--- src/design/rofd_pkg.sv ---
// shared types, constants and codes of the radar object frame decoder
package rofd_pkg;

   localparam int OBJECT_SLOTS   = 256;
   localparam int SLOT_BITS      = (OBJECT_SLOTS > 1) ? $clog2(OBJECT_SLOTS) : 1;
   localparam int QUEUE_DEPTH    = 4;
   localparam int QUEUE_PTR_BITS = $clog2(QUEUE_DEPTH);

   localparam logic [10:0] ID_GENERAL  = 11'd1547;
   localparam logic [10:0] ID_QUALITY  = 11'd1548;
   localparam logic [10:0] ID_EXTENDED = 11'd1549;

   typedef struct packed {
      logic [10:0] frame_ident;
      logic [7:0]  byte_0;
      logic [7:0]  byte_1;
      logic [7:0]  byte_2;
      logic [7:0]  byte_3;
      logic [7:0]  byte_4;
      logic [7:0]  byte_5;
      logic [7:0]  byte_6;
      logic [7:0]  byte_7;
   } req_word_type;

   typedef struct packed {
      logic [7:0]  object_number;
      logic [12:0] dist_long_code;
      logic [10:0] dist_lat_code;
      logic [9:0]  vel_long_code;
      logic [8:0]  vel_lat_code;
      logic [7:0]  rcs_code;
      logic [2:0]  meas_status;
      logic [2:0]  object_class;
      logic [9:0]  orient_code;
      logic [7:0]  length_code;
      logic [7:0]  width_code;
   } rsp_word_type;

   typedef struct packed {
      logic [12:0] dist_long;
      logic [10:0] dist_lat;
      logic [9:0]  vel_long;
      logic [8:0]  vel_lat;
      logic [7:0]  rcs;
   } kin_entry_type;

   localparam int KIN_BITS = $bits(kin_entry_type);

   typedef enum logic [1:0] {
      CMD_GENERAL,
      CMD_QUALITY,
      CMD_EXTENDED
   } cmd_kind_type;

   typedef struct packed {
      cmd_kind_type  kind;
      logic          slot_ok;
      logic [7:0]    object_number;
      kin_entry_type kin;
      logic [2:0]    meas;
      logic [2:0]    object_class;
      logic [9:0]    orient_code;
      logic [7:0]    length_code;
      logic [7:0]    width_code;
   } cmd_type;

   typedef struct packed {
      logic full;
      logic empty;
   } queue_status_type;

   typedef enum logic [1:0] {
      BACK_IDLE,
      BACK_READ,
      BACK_SEND,
      BACK_CLEAR
   } back_state_type;

endpackage

--- src/design/rofd_front.sv ---
// front end: classifies incoming frames and unpacks them into queue commands
module rofd_front import rofd_pkg::*; (
   input  logic             req_valid,
   input  req_word_type     req_word,
   input  queue_status_type q_stat,
   output logic             req_stall,
   output logic             push,
   output cmd_type          cmd
);

   logic known;

   // measurement state bit tree; b4 set with b1 set has no listed meaning
   function automatic logic [2:0] qual_decode(input logic [7:0] b);
      logic [2:0] ms;
      if (!b[4]) begin
         if (!b[3]) ms = b[2] ? 3'd1 : 3'd0;
         else       ms = b[0] ? 3'd3 : 3'd2;
      end else if (!b[1]) begin
         ms = b[0] ? 3'd5 : 3'd4;
      end else begin
         ms = 3'd0;
      end
      return ms;
   endfunction

   always_comb begin
      known    = 1'b1;
      cmd.kind = CMD_GENERAL;
      unique case (req_word.frame_ident)
         ID_GENERAL:  cmd.kind = CMD_GENERAL;
         ID_QUALITY:  cmd.kind = CMD_QUALITY;
         ID_EXTENDED: cmd.kind = CMD_EXTENDED;
         default:     known = 1'b0;
      endcase

      cmd.slot_ok       = (9'(req_word.byte_0) < 9'(OBJECT_SLOTS));
      cmd.object_number = req_word.byte_0;

      cmd.kin.dist_long = {req_word.byte_1, req_word.byte_2[7:3]};
      cmd.kin.dist_lat  = {req_word.byte_2[2:0], req_word.byte_3};
      cmd.kin.vel_long  = {req_word.byte_4, req_word.byte_5[7:6]};
      cmd.kin.vel_lat   = {req_word.byte_5[5:0], req_word.byte_6[7:5]};
      cmd.kin.rcs       = req_word.byte_7;

      cmd.meas          = qual_decode(req_word.byte_6);

      cmd.object_class  = req_word.byte_3[2:0];
      cmd.orient_code   = {req_word.byte_4, req_word.byte_5[7:6]};
      cmd.length_code   = req_word.byte_6;
      cmd.width_code    = req_word.byte_7;
   end

   // unknown identifiers are taken and dropped here
   assign req_stall = q_stat.full;
   assign push      = req_valid && !q_stat.full && known;

endmodule

--- config.mk ---
export PLATFORM = sky130hd
export DESIGN_NAME = rofd_front
export DESIGN_NICKNAME = d
export VERILOG_FILES = /design/src/design/rofd_pkg.sv /design/src/design/rofd_front.sv
export SDC_FILE = /design/constraint.sdc
export NUM_CORES = 1
export LEC_CHECK = 0
export ABC_CLOCK_PERIOD_IN_PS = 1350
export BUFFER_PORTS_ARGS = -buffer_cell sky130_fd_sc_hd__buf_2
export CAP_MARGIN = 30
export CORE_AREA = 3 3 66 68
export DETAILED_ROUTE_END_ITERATION = 16
export DIE_AREA = 0 0 69 71
export PLACE_DENSITY = 0.72
export SLEW_MARGIN = 5
export SYNTH_ARGS = -nofsm -noshare
export SYNTH_HDL_FRONTEND = slang
export SYNTH_SLANG_ARGS = --single-unit
export TNS_END_PERCENT = 5
--- constraint.sdc ---
create_clock -name vclk -period 1.35
set_input_delay 0.3375 -clock vclk [all_inputs]
set_output_delay 0.3375 -clock vclk [all_outputs]
set_load 0.02 [all_outputs]
==> run metrics <==
status finished with violations; failing checks setup timing; Synth Area in XOR/XNOR 0%; Seq Cell Count 0; share of layout cells above drive strength 1 between 70% and 80%; Max VDD drop 0.0460 mV; Worst EP required slightly above 1 ns; GRT met1 Usage 2.21%; Pre-antenna DRT Iters 2; grt ovf 0; buffer count from post-CTS setup fixing 0; Hold Path Depth 0; max-cap viol count 0; drt drc 0; Compound-Gate Fraction of Synth Area 2.70%; Routed Wire Length approximately 1100 µm; Hold Fails Final Rpt 0; Synth top cells by count 90 x buf_4, 2 x nand2b_1, 2 x nor2b_1, 2 x nor4_1; antenna violations before repair 0; I/O Pins 174; post-synthesis adder-cell area fraction 0%; crit path max fanout 3; final setup vio count 3; die height 71 µm; final core utilization 10.3%; ANT cells 0; Total GRT Usage 3.75%; DR WL/cell 11.1 µm; die width 69 µm; DR vias 339; Critical Path Source Type input pin; CLK BUF 0; Die ar. 4900 µm²; syn_area_per_cell 7.51 µm²; Final WS setup -0.412 ns; Slew Limit Fails 0; Mapped Nets 183; Cell Area, Placed about 400 µm²; Core Rows 23; period utilization 131%; Hold Startpoint req_word[21]; Syn Std Cell Area 788 µm²; TNS Setup -1.06 ns; GPL Wtd Cong 0.606; area taken by flip-flops and latches 0 µm²; Finished Cell Area 404 µm²; antenna viol nets, final 0; Crit Path Category in -> out; largest net degree at the start of global routing 6; unrepaired setup endpoints after global routing true; Tot Pwr 99.1 µW; top-area cell type share of the netlist area 85.7%; worst hold path type in -> out; largest area contributor in the netlist buf_4; worst endpoint data arrival time 1.42 ns; CP endpoint kind output port; synth-to-layout area growth -48.7%; leading post-synthesis cells by cell area buf_4 86%, a2111oi_2 1.9%, or4b_4 1.7%; leakage roughly 0.00019 µW; global-route wire length before repair between 1500 and 2000 µm; simple-gate portion of the synthesized area 9.37%; Final Critical Period 1.76 ns; Core Area 3910 µm²; GRT Max-Usage Layer met2; Power Density 245 nW/µm²; HPWL Detailed 930 µm; Hold Buf Count CTS 0; Layout Nets 128; sequential cell area fraction in the yosys report 0%; IO Port Bufs 30; Endpoint, Worst Hold cmd[48]; vias in the first global route roughly 330; Cells after Synth 105; met3 Resource Use GR 2.41%; dominant cell by count in the synthesized netlist buf_4; DRT iter0 DRCs 1; Max Clk Rate 567 MHz; largest family of logic cells by synthesized area buffers and inverters; vias per cell 3.46; Final Hold Slack 0.675 ns; grt met2 use 6.67%; mux share of post-synthesis cell area ~1.3%; YS warnings 0; number of distinct library cells after synthesis 13; Starting Density 20.1%
## power by group
group          internal, µW  total [µW]  switching (µW)
logic                  45.3        99.1            53.9
clock network             0           0               0
registers                 0           0               0
## critical path: stages
cell       delay (ns)
buf_6            0.09
or4b_4           0.59
a2111oi_4        0.21
buf_4            0.19
## cell type report
class | count | area (µm²)
multi-input cells | 14 | 151
fillers | 468 | 3510
inverters | 1 | 3.75
well taps | 50 | 62.6
repair buffers | 33 | 186
## worst max path at each step
stage                 startpoint      end  slack, ns  depth (start not counted)
floorplan           req_word[69]  cmd[92]      -0.27                          2
global placement    req_word[69]  cmd[93]      -0.43                          4
detailed placement  req_word[69]     push      -0.43                          4
CTS                 req_word[71]     push      -0.41                          4
global route        req_word[71]     push      -0.46                          4
finish              req_word[71]     push      -0.41                          4
## per-stage QoR
stage | instances | setup WS (ns)
after floorplan | 105 | -0.266
after global placement | 98 | -0.428
after CTS | 98 | -0.414
final | 98 | -0.412
after detailed placement | 98 | -0.434
after global routing | 98 | -0.457
## metal layers
metal | part of all wire, % | vias up
met5 | 0 | -
met4 | 10 | 0
met3 | 22 | 29
met2 | 49 | 50
met1 | 18 | 137
li1 | - | 123
## kinds of logic (layout without fill, tap and decap cells)
family,after synthesis,in the layout
buf+inv,91,34
simple gates,10,10
compound gates,2,2
other cells,1,1
mux,1,1
## layout by cell type, fill, tap and decap left out, drive strengths merged
master / n
mux2i: 1
nand2: 1
nand2b: 2
nor4: 2
conb: 1
buf: 33
a2111oi: 1
o22ai: 1
nor2b: 2
nand3b: 1
inv: 1
nand4bb: 1
or4b: 1
## timing repair
item,CTS,global route
endpoints found under the hold margin,0,0
resized for setup,4,0
pin swaps,1,2
setup endpoints to repair,3,3
(Power assumes the default switching activity.)
