## src/design/rofd_pkg.sv

```systemverilog
// shared types, constants and codes of the radar object frame decoder
package rofd_pkg;

   localparam int OBJECT_SLOTS   = 256;
   localparam int SLOT_BITS      = (OBJECT_SLOTS > 1) ? $clog2(OBJECT_SLOTS) : 1;
   localparam int QUEUE_DEPTH    = 4;
   localparam int QUEUE_PTR_BITS = $clog2(QUEUE_DEPTH);

   localparam logic [10:0] ID_GENERAL  = 11'd1547;
   localparam logic [10:0] ID_QUALITY  = 11'd1548;
   localparam logic [10:0] ID_EXTENDED = 11'd1549;

   typedef struct packed {
      logic [10:0] frame_ident;
      logic [7:0]  byte_0;
      logic [7:0]  byte_1;
      logic [7:0]  byte_2;
      logic [7:0]  byte_3;
      logic [7:0]  byte_4;
      logic [7:0]  byte_5;
      logic [7:0]  byte_6;
      logic [7:0]  byte_7;
   } req_word_type;

   typedef struct packed {
      logic [7:0]  object_number;
      logic [12:0] dist_long_code;
      logic [10:0] dist_lat_code;
      logic [9:0]  vel_long_code;
      logic [8:0]  vel_lat_code;
      logic [7:0]  rcs_code;
      logic [2:0]  meas_status;
      logic [2:0]  object_class;
      logic [9:0]  orient_code;
      logic [7:0]  length_code;
      logic [7:0]  width_code;
   } rsp_word_type;

   typedef struct packed {
      logic [12:0] dist_long;
      logic [10:0] dist_lat;
      logic [9:0]  vel_long;
      logic [8:0]  vel_lat;
      logic [7:0]  rcs;
   } kin_entry_type;

   localparam int KIN_BITS = $bits(kin_entry_type);

   typedef enum logic [1:0] {
      CMD_GENERAL,
      CMD_QUALITY,
      CMD_EXTENDED
   } cmd_kind_type;

   typedef struct packed {
      cmd_kind_type  kind;
      logic          slot_ok;
      logic [7:0]    object_number;
      kin_entry_type kin;
      logic [2:0]    meas;
      logic [2:0]    object_class;
      logic [9:0]    orient_code;
      logic [7:0]    length_code;
      logic [7:0]    width_code;
   } cmd_type;

   typedef struct packed {
      logic full;
      logic empty;
   } queue_status_type;

   typedef enum logic [1:0] {
      BACK_IDLE,
      BACK_READ,
      BACK_SEND,
      BACK_CLEAR
   } back_state_type;

endpackage

```

## src/design/rofd_queue.sv

```systemverilog
// small command queue between the front end and the table back end
module rofd_queue import rofd_pkg::*; (
   input  logic             clock,
   input  logic             reset,
   input  logic             push,
   input  cmd_type          cmd_in,
   input  logic             pop,
   output cmd_type          cmd_out,
   output queue_status_type q_stat
);

   cmd_type                   entry_ff [QUEUE_DEPTH];
   logic [QUEUE_PTR_BITS-1:0] wr_ptr_ff, wr_ptr_in;
   logic [QUEUE_PTR_BITS-1:0] rd_ptr_ff, rd_ptr_in;
   logic [QUEUE_PTR_BITS:0]   count_ff, count_in;

   always_comb begin
      wr_ptr_in = push ? wr_ptr_ff + 1'b1 : wr_ptr_ff;
      rd_ptr_in = pop ? rd_ptr_ff + 1'b1 : rd_ptr_ff;
      count_in  = count_ff;
      if (push && !pop) count_in = count_ff + 1'b1;
      else if (pop && !push) count_in = count_ff - 1'b1;
   end

   always_ff @(posedge clock) begin
      if (reset) begin
         wr_ptr_ff <= '0;
         rd_ptr_ff <= '0;
         count_ff  <= '0;
      end else begin
         wr_ptr_ff <= wr_ptr_in;
         rd_ptr_ff <= rd_ptr_in;
         count_ff  <= count_in;
      end
   end

   always_ff @(posedge clock) begin
      if (push) begin
         entry_ff[wr_ptr_ff] <= cmd_in;
      end
   end

   assign cmd_out      = entry_ff[rd_ptr_ff];
   assign q_stat.full  = (count_ff == (QUEUE_PTR_BITS+1)'(QUEUE_DEPTH));
   assign q_stat.empty = (count_ff == '0);

endmodule

```

## config.mk

```make
export PLATFORM = sky130hd
export DESIGN_NAME = rofd_queue
export DESIGN_NICKNAME = d
export VERILOG_FILES = /design/src/design/rofd_pkg.sv /design/src/design/rofd_queue.sv
export SDC_FILE = /design/constraint.sdc
export NUM_CORES = 1
export LEC_CHECK = 0
export BUFFER_PORTS_ARGS = -buffer_cell sky130_fd_sc_hd__buf_2
export CAP_MARGIN = 30
export CORE_UTILIZATION = 39
export CTS_CLUSTER_DIAMETER = 200
export DETAILED_ROUTE_END_ITERATION = 10
export HOLD_SLACK_MARGIN = 0.02
export PLACE_DENSITY = 0.65
export REMOVE_ABC_BUFFERS = 1
export SLEW_MARGIN = 20
export SYNTH_ARGS = -nofsm -noshare
export SYNTH_HDL_FRONTEND = slang
export SYNTH_SLANG_ARGS = --single-unit
```

## constraint.sdc

```tcl
create_clock -name clock -period 4.96 [get_ports clock]
set_input_delay 0.496 -clock clock [delete_from_list [all_inputs] [get_ports clock]]
set_output_delay 0.496 -clock clock [all_outputs]
set_load 0.005 [all_outputs]
```

==> results of run 1 <==
sequential cells by signal, summed over array words and instances, names as in the netlist, named ones only:
signal,cells
rd_ptr_ff,2
count_ff,3
wr_ptr_ff,2
entry_ff,376
cell type report:
type | count | share of cell area [%]
flip-flops and latches | 385 | 68.3
well taps | 461 | 3.43
clock buffers | 60 | 6.96
multi-input cells | 124 | 14.0
repair buffers | 205 | 6.35
diodes | 2 | 0.0298
clock inverters | 13 | 0.863
inverters | 4 | 0.0893
how the worst max path moves through the flow:
stage / start / endpoint / cells past startpoint
floorplan: register / cmd_out[0] / 1
global placement: register / cmd_out[82] / 3
detailed placement: register / cmd_out[82] / 3
CTS: register / cmd_out[82] / 3
global route: register / cmd_out[82] / 3
finish: register / cmd_out[82] / 3
power by group through the flow:
stage	Combinational [mW]	Clock (mW)	Sequential [mW]
floorplan	0.321	0	3.89
global placement	0.623	0	3.85
detailed placement	0.630	0	3.86
CTS	0.632	3.04	3.79
global route	0.676	3.16	3.80
finish	0.610	2.96	3.79
through the flow:
step           area (µm²)  hold WS (ns)  worst slack [ns]  util, %  TNS [ns]
2_1_floorplan       13800         0.460            -0.124        -    -11.64
3_3_place_gp        15500         0.488              2.57     43.7         0
3_5_place_dp        15500         0.492              2.54     43.7         0
4_1_cts             16800         0.119              1.94     47.4         0
5_1_grt             16800         0.119              1.87     47.4         0
6_report            16800         0.158              2.06     47.4         0
cell usage in the layout (no fill, tap or decap), drive strengths merged, types with 2 or more instances in the layout:
master	Yosys	final
and2	4	4
buf	21	205
bufinv	0	3
clkbuf	1	60
clkinv	0	9
dfxtp	9	9
diode	0	2
edfxtp	376	376
ha	5	5
inv	4	5
mux2i	2	2
mux4	94	94
nor2	7	7
xnor2	2	2
xor2	3	3
cells by family after synthesis:
kind of cell	after synthesis	synth area share [%]
compound gates	2	0.0711
mux	96	15.2
flops	385	81.6
simple gates	15	0.525
fa+ha+maj	6	0.587
xor+xnor	5	0.312
buf+inv	26	1.70
per-layer routing:
metal	share of wire, %	global-route usage [%]	vias up	wire length, µm
met5	0.038	0	-	10
met3	7.1	4.71	49	1860
met4	2.1	4.37	2	552
met1	43	19.1	3245	11200
met2	48	23.4	174	12600
li1	-	-	2767	-
==> summary.md, run 1 <==
## Outcome
• **result of the run** finished, final reports clean

## CTS
• **TritonCTS sink count** 385
• **number of buffers on the longest clock path** 3
• **Hold Buf Count CTS** 0
• **root buffer cell** clkbuf_16
• **Post-CTS Setup Inserts** 0
• **clock tree from TritonCTS** yes
• **post-cts resize count** 0
• **CTS clk-pin slew, worst paths** 0.06 ns
• **Worst-Skew Late Latency** 0.55 ns
• **TritonCTS buffer count** 41
• **number of levels the H-tree was split into** 2

## Timing
• **Relative slew margins** 40.9%
• **fin. max-slew vios** 0
• **setup skew after layout** 0.0198 ns
• **unrepaired setup endpoints after global routing** false
• **min cycle time layout** 2.90 ns
• **top achievable clock speed** 345 MHz
• **final number of setup-violating endpoints** 0
• **post-route clock period utilization** 58.5%
• **Hold Violations, Final** 0
• **transition time at the pin with the least slew margin** 0.887 ns

## Synth
• **leading area contributor after synthesis** edfxtp_1
• **fraction of the yosys area taken by sequential cells** 81.6%
• **post-synthesis instance area** 14100 µm²
• **average cell area after synthesis** 26.3 µm²
• **most frequent cells after synthesis** edfxtp_1 (376), mux4_2 (94), dfxtp_1 (9)
• **share of flip-flops with an asynchronous set or reset** 0%
• **number of distinct library cells after synthesis** 23
• **area share of the largest cell type after synthesis** 80.3%
• **count of state elements after synthesis** 385
• **synth warn** 0
• **Gate Count Post-Synth** 535
• **most instantiated library cell after synthesis** edfxtp_1
• **ranking of synthesized cells by area** edfxtp_1 (80%), mux4_2 (15%), dfxtp_1 (1.3%)
• **number of synthesized flops with an enable pin** 376
• **leading register cell type out of synthesis** edfxtp_1

## Finish
• **Area growth syn-to-layout** 19.6%
• **layout cells sized above 1** 45.4%
• **sequential cell area in the final layout** 11500 µm²
• **number of nets in the layout** 865
• **area occupied by multi-input gates** 2360 µm²
• **fill count** 2924
• **final standard cell count with taps included and fillers excluded** 1254

## Detailed routing
• **number of violations reported at the end of detailed-routing iteration 0** 383
• **first-pass iteration count of the detailed router** 4
• **total number of vias** 6237
• **via density per instance** 4.97
• **total wirelength of the detailed-routed design** 26200 µm
• **post-route antenna net violation count** 0
• **number of DRC violations after detailed routing** 0
• **average routed wire per standard cell** 20.9 µm

## Pwr
• **Max VDD drop** 0.000322 V
• **leak pwr** 5.64 nW
• **sw power** 1.53 mW
• **power per cell area** 438 nW/µm²
• **overall power of the completed layout** 7.36 mW
• **portion of total power attributed to the clock network** 40.2%
• **share of power burned in combinational logic** 8.3%
• **sequential share of power** 51.5%
• **internal power component** 5.83 mW
• **Switching Share** 20.8%

## Place
• **number of input and output port buffers inserted** 193
• **final weighted congestion in routability-driven placement** 0.702
• **cell count after placement** 1179
• **HPWL after DPL** 15100 µm

## Critical path
• **r2r setup slk** 2.81 ns
• **cell depth of the worst flop-to-flop path** 4
• **startpoint of the worst register-to-register path** wr_ptr_ff[0]$_SDFFE_PP0P_
• **cell type of the slowest stage on the worst timing path** dfxtp_4
• **highest net fanout along the worst path** 45
• **critical path arrival** 2.41 ns
• **data required time at the worst endpoint** 4.46 ns
• **CP endpoint kind** output port
• **Critical R2R Capture** entry_ff[0][73]$_DFFE_PP_
• **category of cells accounting for the largest share of critical-path delay** flip-flops
• **kind of critical path** reg -> out
• **highest cell delay on the worst timing path** 0.80 ns
• **launching element type of the critical path** register
• **buffers plus inverters on the worst setup path** 2
• **chain of cells forming the critical path** buf_4 > mux4_2 > buf_2

## Global routing
• **first-pass GRT wire length** 39000 µm
• **pin count of the biggest net entering global routing** 55
• **via count of the first global-routing pass** 6623
• **antenna violations before repair** 3
• **total routing usage reported by global routing** 14.6%
• **overall overflow remaining after global route** 0

## Floorplanning
• **Die Wd** 192 µm
• **Die Outline Area** 36800 µm²
• **CORE AREA** 35500 µm²
• **floorplan row count** 69
• **Vert. Die Dim** 192 µm
• **number of I/O pins** 194
• **initial core utilization** 39.6%

## Worst hold path
• **Worst Hold Class** in -> reg
• **Hold EP** entry_ff[2][64]$_DFFE_PP_
• **start point of the worst hold path** cmd_in[64]
• **number of cells on the worst hold path** 1

## Flow run
• **number of violations of the max-capacitance limit** 0

Note: power is estimated with default switching activity, not from simulation.
==> run 2, diff against run 1 <==
==> constraint.sdc (replaced) <==
create_clock -name clock -period 2.9 [get_ports clock]
set_input_delay 0.29 -clock clock [delete_from_list [all_inputs] [get_ports clock]]
set_output_delay 0.29 -clock clock [all_outputs]
set_load 0.005 [all_outputs]
==> summary.md, run 2 (synthesized netlist as in run 1, its figures left out) <==
## Finish
• **Area growth syn-to-layout** 26.8%, was 19.6%
• **leading registers by flop count** entry_ff: 376 flops, count_ff: 3 flops, unchanged
• **flip-flop count of the largest register, all copies and words added** 376, unchanged
• **top register by number of flip-flops** entry_ff, unchanged
• **number of nets in the layout** 961, was 865
• **most frequent standard cell in the layout excluding fill and tap cells** edfxtp_1, unchanged
• **most used cells in the layout excluding fill and tap cells** edfxtp_1 (376), buf_2 (193), dlygate4sd3_1 (95), was edfxtp_1 (376), buf_2 (193), mux4_2 (94)
• **layout cells sized above 1** 40.4%, was 45.4%

## CTS
• **clock tree from TritonCTS** yes, unchanged
• **TritonCTS buffer count** 41, unchanged
• **TritonCTS sink count** 385, unchanged
• **root buffer cell** clkbuf_16, unchanged
• **number of buffers on the longest clock path** 3, unchanged
• **Post-CTS Setup Inserts** 0, unchanged
• **number of levels the H-tree was split into** 2, unchanged
• **Worst-Skew Late Latency** 0.55 ns, about the same
• **CTS clk-pin slew, worst paths** 0.05 ns, was 0.06 ns

## Timing
• **post-route clock period utilization** 85.0%
• **transition time at the pin with the least slew margin** 0.545 ns, was 0.887 ns
• **Hold Violations, Final** 0, unchanged
• **min cycle time layout** 2.47 ns
• **final number of setup-violating endpoints** 0, unchanged
• **top achievable clock speed** 406 MHz
• **fin. max-slew vios** 0, unchanged
• **setup skew after layout** 0.0112 ns, was 0.0198 ns
• **unrepaired setup endpoints after global routing** false, unchanged
• **Relative slew margins** 63.6%, was 40.9%
• **Min Hold Slack** 0.0765 ns, was 0.158 ns

## Detailed routing
• **number of DRC violations after detailed routing** 0, unchanged
• **number of violations reported at the end of detailed-routing iteration 0** 248, was 383
• **via density per instance** 4.90, was 4.97
• **post-route antenna net violation count** 0, unchanged
• **average routed wire per standard cell** 19.9 µm, was 20.9 µm
• **total wirelength of the detailed-routed design** 26800 µm, was 26200 µm
• **first-pass iteration count of the detailed router** 4, unchanged
• **total number of vias** 6612, was 6237

## Critical path
• **startpoint of the worst register-to-register path** wr_ptr_ff[0]$_SDFFE_PP0P_, unchanged
• **data required time at the worst endpoint** 2.61 ns, was 4.46 ns
• **CP endpoint kind** output port, unchanged
• **cell depth of the worst flop-to-flop path** 4, unchanged
• **kind of critical path** reg -> out, unchanged
• **r2r setup slk** 1.17 ns, was 2.81 ns
• **highest net fanout along the worst path** 29, was 45
• **Critical R2R Capture** entry_ff[0][46]$_DFFE_PP_, was entry_ff[0][73]$_DFFE_PP_
• **critical path arrival** 2.18 ns, was 2.41 ns
• **launching element type of the critical path** register, unchanged
• **Critical path destination** cmd_out[35], was cmd_out[82]

## Outcome
• **result of the run** finished, final reports clean, unchanged

## Floorplanning
• **number of I/O pins** 194, unchanged
• **initial core utilization** 39.6%, unchanged
• **floorplan row count** 69, unchanged
• **Die Outline Area** 36800 µm², unchanged
• **Die Wd** 192 µm, unchanged
• **CORE AREA** 35500 µm², unchanged
• **Vert. Die Dim** 192 µm, unchanged

## Global routing
• **pin count of the biggest net entering global routing** 55, unchanged
• **first-pass GRT wire length** 40600 µm, was 39000 µm
• **via count of the first global-routing pass** 7056, was 6623
• **overall overflow remaining after global route** 0, unchanged
• **antenna violations before repair** 1, was 3
• **total routing usage reported by global routing** 14.9%, was 14.6%

## Pwr
• **overall power of the completed layout** 12.4 mW, was 7.36 mW
• **power per cell area** 695 nW/µm², was 438 nW/µm²
• **Max VDD drop** 0.000557 V, was 0.000322 V
• **leak pwr** 6.04 nW, was 5.64 nW

## Worst hold path
• **Worst Hold Class** in -> reg, unchanged

## Flow run
• **number of violations of the max-capacitance limit** 0, unchanged

## Place
• **HPWL after DPL** 15600 µm, was 15100 µm
• **final weighted congestion in routability-driven placement** 0.679, was 0.702
• **number of input and output port buffers inserted** 193, unchanged

-- run 2: layout make-up --
type                            instances  area [µm²]
Timing Repair Buffer                  301        2180
Clock inverter                         20        98.8
Sequential cell                       385       11500
Antenna cell                            1        2.50
Fill cell                            2798       17700
Multi-Input combinational cell        124        2360
Inverter                                4        15.0
Tap cell                              461         577
Clock buffer                           54        1120
-- run 2: timing repair --
action	CTS	global route
endpoints found under the hold margin	385	0
gates resized for setup	0	0
setup endpoints to repair	0	0
hold buffers	95	0
-- run 2: per-stage QoR --
stage	area (µm²)	setup slack (ns)	util (%)	std cells	TNS (ns)
final	17800	0.434	50.2	1350	0
after global routing	17800	0.277	50.2	1350	0
after CTS	17800	0.321	50.2	1349	0
after detailed placement	15700	0.919	44.1	1180	0
after global placement	15700	0.924	44.1	1180	0
after floorplan	13800	-1.98	-	513	-288.45
-- run 2: critical path, stage by stage, from the launching register on --
cell	delay (ns)
dfxtp_4	0.61
buf_12	0.31
mux4_2	0.55
buf_2	0.14
-- run 2: report_power, final --
| part | internal [mW] | switching (mW) | leakage (nW) |
|---|---|---|---|
| Sequential | 6.39 | 0.0775 | 3.53 |
| Combinational | 0.633 | 0.565 | 1.91 |
| Clock | 2.71 | 2.02 | 0.599 |
-- run 2: worst min path at each step --
stage                        startpoint                         to  slack, ns  cells after the start
2_1_floorplan                     reset   count_ff[2]$_SDFFE_PP0P_       0.36                      1
3_3_place_gp   count_ff[2]$_SDFFE_PP0P_   count_ff[2]$_SDFFE_PP0P_       0.50                      2
3_5_place_dp                 cmd_in[24]  entry_ff[0][24]$_DFFE_PP_       0.51                      1
4_1_cts                             pop                   register       0.04                      3
5_1_grt                             pop  rd_ptr_ff[0]$_SDFFE_PP0P_       0.08                      3
6_report                            pop                   register       0.08                      3
-- run 2: layer usage --
layer | vias up | track usage (%) | share of wire [%]
li1 | 2948 | - | -
met1 | 3442 | 18.9 | 42
met2 | 181 | 24.4 | 49
met3 | 41 | 4.60 | 6.9
met4 | 0 | 4.43 | 1.8
met5 | - | 0 | 0
==> run 3, diff against run 2 <==
==> constraint.sdc (replaced) <==
create_clock -name clock -period 2.9 [get_ports clock]
set_input_delay 0 -clock clock [delete_from_list [all_inputs] [get_ports clock]]
set_output_delay 0 -clock clock [all_outputs]
set_load 0.005 [all_outputs]
==> summary.md, run 3 (synthesized netlist as in run 1, its figures left out) <==
## Outcome
• **result of the run** finished, final reports clean, unchanged

## CTS
• **root buffer cell** clkbuf_16, unchanged
• **number of buffers on the longest clock path** 3, unchanged
• **Worst-Skew Late Latency** 0.52 ns, was 0.55 ns
• **Hold Buf Count CTS** 97, was 95
• **CTS clk-pin slew, worst paths** 0.06 ns, was 0.05 ns
• **clock tree from TritonCTS** yes, unchanged
• **post-cts resize count** 0, unchanged
• **number of levels the H-tree was split into** 2, unchanged
• **TritonCTS buffer count** 41, unchanged
• **TritonCTS sink count** 385, unchanged
• **Post-CTS Setup Inserts** 0, unchanged

## Pwr
• **portion of total power attributed to the clock network** 39.9%, was 38.1%
• **leak pwr** 6.09 nW, was 6.04 nW
• **Switching Share** 21.2%, was 21.5%
• **sequential share of power** 50.7%, was 52.2%
• **share of power burned in combinational logic** 9.4%, was 9.7%
• **sw power** 2.70 mW, was 2.66 mW
• **Max VDD drop** 0.000648 V, was 0.000557 V
• **internal power component** 10.1 mW, was 9.73 mW
• **power per cell area** 713 nW/µm², was 695 nW/µm²

## Critical path
• **CP endpoint kind** output port, unchanged
• **launching element type of the critical path** register, unchanged
• **critical path arrival** 2.22 ns, was 2.18 ns
• **r2r setup slk** 1.10 ns, was 1.17 ns
• **highest net fanout along the worst path** 27, was 29
• **kind of critical path** reg -> out, unchanged
• **data required time at the worst endpoint** 2.90 ns, was 2.61 ns

## Flow run
• **number of violations of the max-capacitance limit** 0, unchanged

## Detailed routing
• **first-pass iteration count of the detailed router** 4, unchanged
• **post-route antenna net violation count** 0, unchanged
• **total number of vias** 6635, was 6612
• **via density per instance** 4.90, about the same
• **total wirelength of the detailed-routed design** 27400 µm, was 26800 µm
• **average routed wire per standard cell** 20.3 µm, was 19.9 µm
• **number of DRC violations after detailed routing** 0, unchanged
• **number of violations reported at the end of detailed-routing iteration 0** 329, was 248

## Place
• **worst slack after detailed placement** 1.06 ns, was 0.919 ns
• **Placed Instance Area** 15600 µm², was 15700 µm²
• **HPWL after DPL** 16500 µm, was 15600 µm
• **final weighted congestion in routability-driven placement** 0.706, was 0.679
• **number of input and output port buffers inserted** 193, unchanged

## Finish
• **number of nets in the layout** 966, was 961
• **fill count** 2857, was 2798
• **layout cells sized above 1** 41.1%, was 40.4%
• **leading registers by flop count** entry_ff: 376 flops, count_ff: 3 flops, unchanged
• **most frequent standard cell in the layout excluding fill and tap cells** edfxtp_1, unchanged
• **Area growth syn-to-layout** 27.3%, was 26.8%
• **most used cells in the layout excluding fill and tap cells** edfxtp_1 (376), buf_2 (193), dlygate4sd3_1 (97), was edfxtp_1 (376), buf_2 (193), dlygate4sd3_1 (95)
• **utilization after layout** 50.4%, was 50.2%
• **sequential cell area in the final layout** 11500 µm², unchanged
• **top register by number of flip-flops** entry_ff, unchanged
• **flip-flop count of the largest register, all copies and words added** 376, unchanged
• **final cell area excluding filler cells** 17900 µm², was 17800 µm²
• **area occupied by multi-input gates** 2360 µm², unchanged

## Timing
• **transition time at the pin with the least slew margin** 0.612 ns, was 0.545 ns
• **Setup WS post-layout** 0.679 ns, was 0.434 ns
• **setup skew after layout** 0.00929 ns, was 0.0112 ns
• **min cycle time layout** 2.22 ns, was 2.47 ns
• **top achievable clock speed** 450 MHz, was 406 MHz
• **Hold Violations, Final** 0, unchanged
• **post-route clock period utilization** 76.6%, was 85.0%
• **unrepaired setup endpoints after global routing** false, unchanged
• **fin. max-slew vios** 0, unchanged
• **final number of setup-violating endpoints** 0, unchanged
• **Relative slew margins** 59.2%, was 63.6%

## Floorplanning
• **Vert. Die Dim** 192 µm, unchanged
• **Die Outline Area** 36800 µm², unchanged
• **Die Wd** 192 µm, unchanged
• **initial core utilization** 39.6%, unchanged
• **CORE AREA** 35500 µm², unchanged
• **floorplan row count** 69, unchanged
• **number of I/O pins** 194, unchanged

## Global routing
• **total routing usage reported by global routing** 15.1%, was 14.9%
• **via count of the first global-routing pass** 7130, was 7056
• **overall overflow remaining after global route** 0, unchanged
• **antenna violations before repair** 2, was 1
• **pin count of the biggest net entering global routing** 43, was 55
• **first-pass GRT wire length** 41200 µm, was 40600 µm

## Worst hold path
• **Worst Hold Class** in -> reg, unchanged

## run 3: cell count changes in the layout (fill, tap and decap cells not counted)
cell and delta:
clkinvlp_4 +2, dlygate4sd3_1 +2, clkbuf_1 -5, clkinv_2 +1, buf_4 +9, clkinv_4 -2, buf_12 -6, bufinv_16 +4
clkinv_1 -1
## run 3: worst paths after layout
kind,from,end,cells past startpoint
hold reg to reg,count_ff[2]$_SDFFE_PP0P_,count_ff[2]$_SDFFE_PP0P_,2
setup / recovery,register,cmd_out[84],3
setup reg to reg,wr_ptr_ff[0]$_SDFFE_PP0P_,entry_ff[2][40]$_DFFE_PP_,4
hold / removal,cmd_in[34],entry_ff[3][34]$_DFFE_PP_,2
## run 3: area by class of cell
type | instances | share of cell area, %
Antenna cell | 1 | 0.0140
Clock buffer | 49 | 6.14
Clock inverter | 24 | 1.22
Inverter | 4 | 0.0839
Multi-Input combinational cell | 124 | 13.2
Sequential cell | 385 | 64.2
Tap cell | 461 | 3.22
Timing Repair Buffer | 306 | 12.0
## run 3: critical path: stages (launching register included)
cell	delay, ns
dfxtp_4	0.64
buf_4	0.47
mux4_2	0.42
buf_2	0.15
## run 3: power by group through the flow
stage | Clock (mW) | Sequential [mW] | Combinational (mW)
after floorplan | 0 | 6.66 | 0.548
after global placement | 0 | 6.58 | 1.12
after detailed placement | 0 | 6.59 | 1.13
after CTS | 5.21 | 6.47 | 1.24
after global routing | 5.43 | 6.49 | 1.32
final | 5.09 | 6.47 | 1.21
## run 3: per-stage QoR
stage	instances	setup TNS (ns)	hold slack (ns)	power (mW)
CTS	1353	0	0.191	12.9
global placement	1183	0	0.215	7.70
finish	1354	0	0.218	12.8
global route	1354	0	0.205	13.2
floorplan	513	-261.19	0.0691	7.21
detailed placement	1183	0	0.219	7.72
## run 3: metal layers
layer / up-vias / share of wire [%] / track usage, %
li1: 2956 / - / -
met1: 3455 / 45 / 20.7
met2: 179 / 48 / 24.0
met3: 43 / 5.9 / 3.62
met4: 2 / 2.0 / 4.43
met5: - / 0.036 / 0
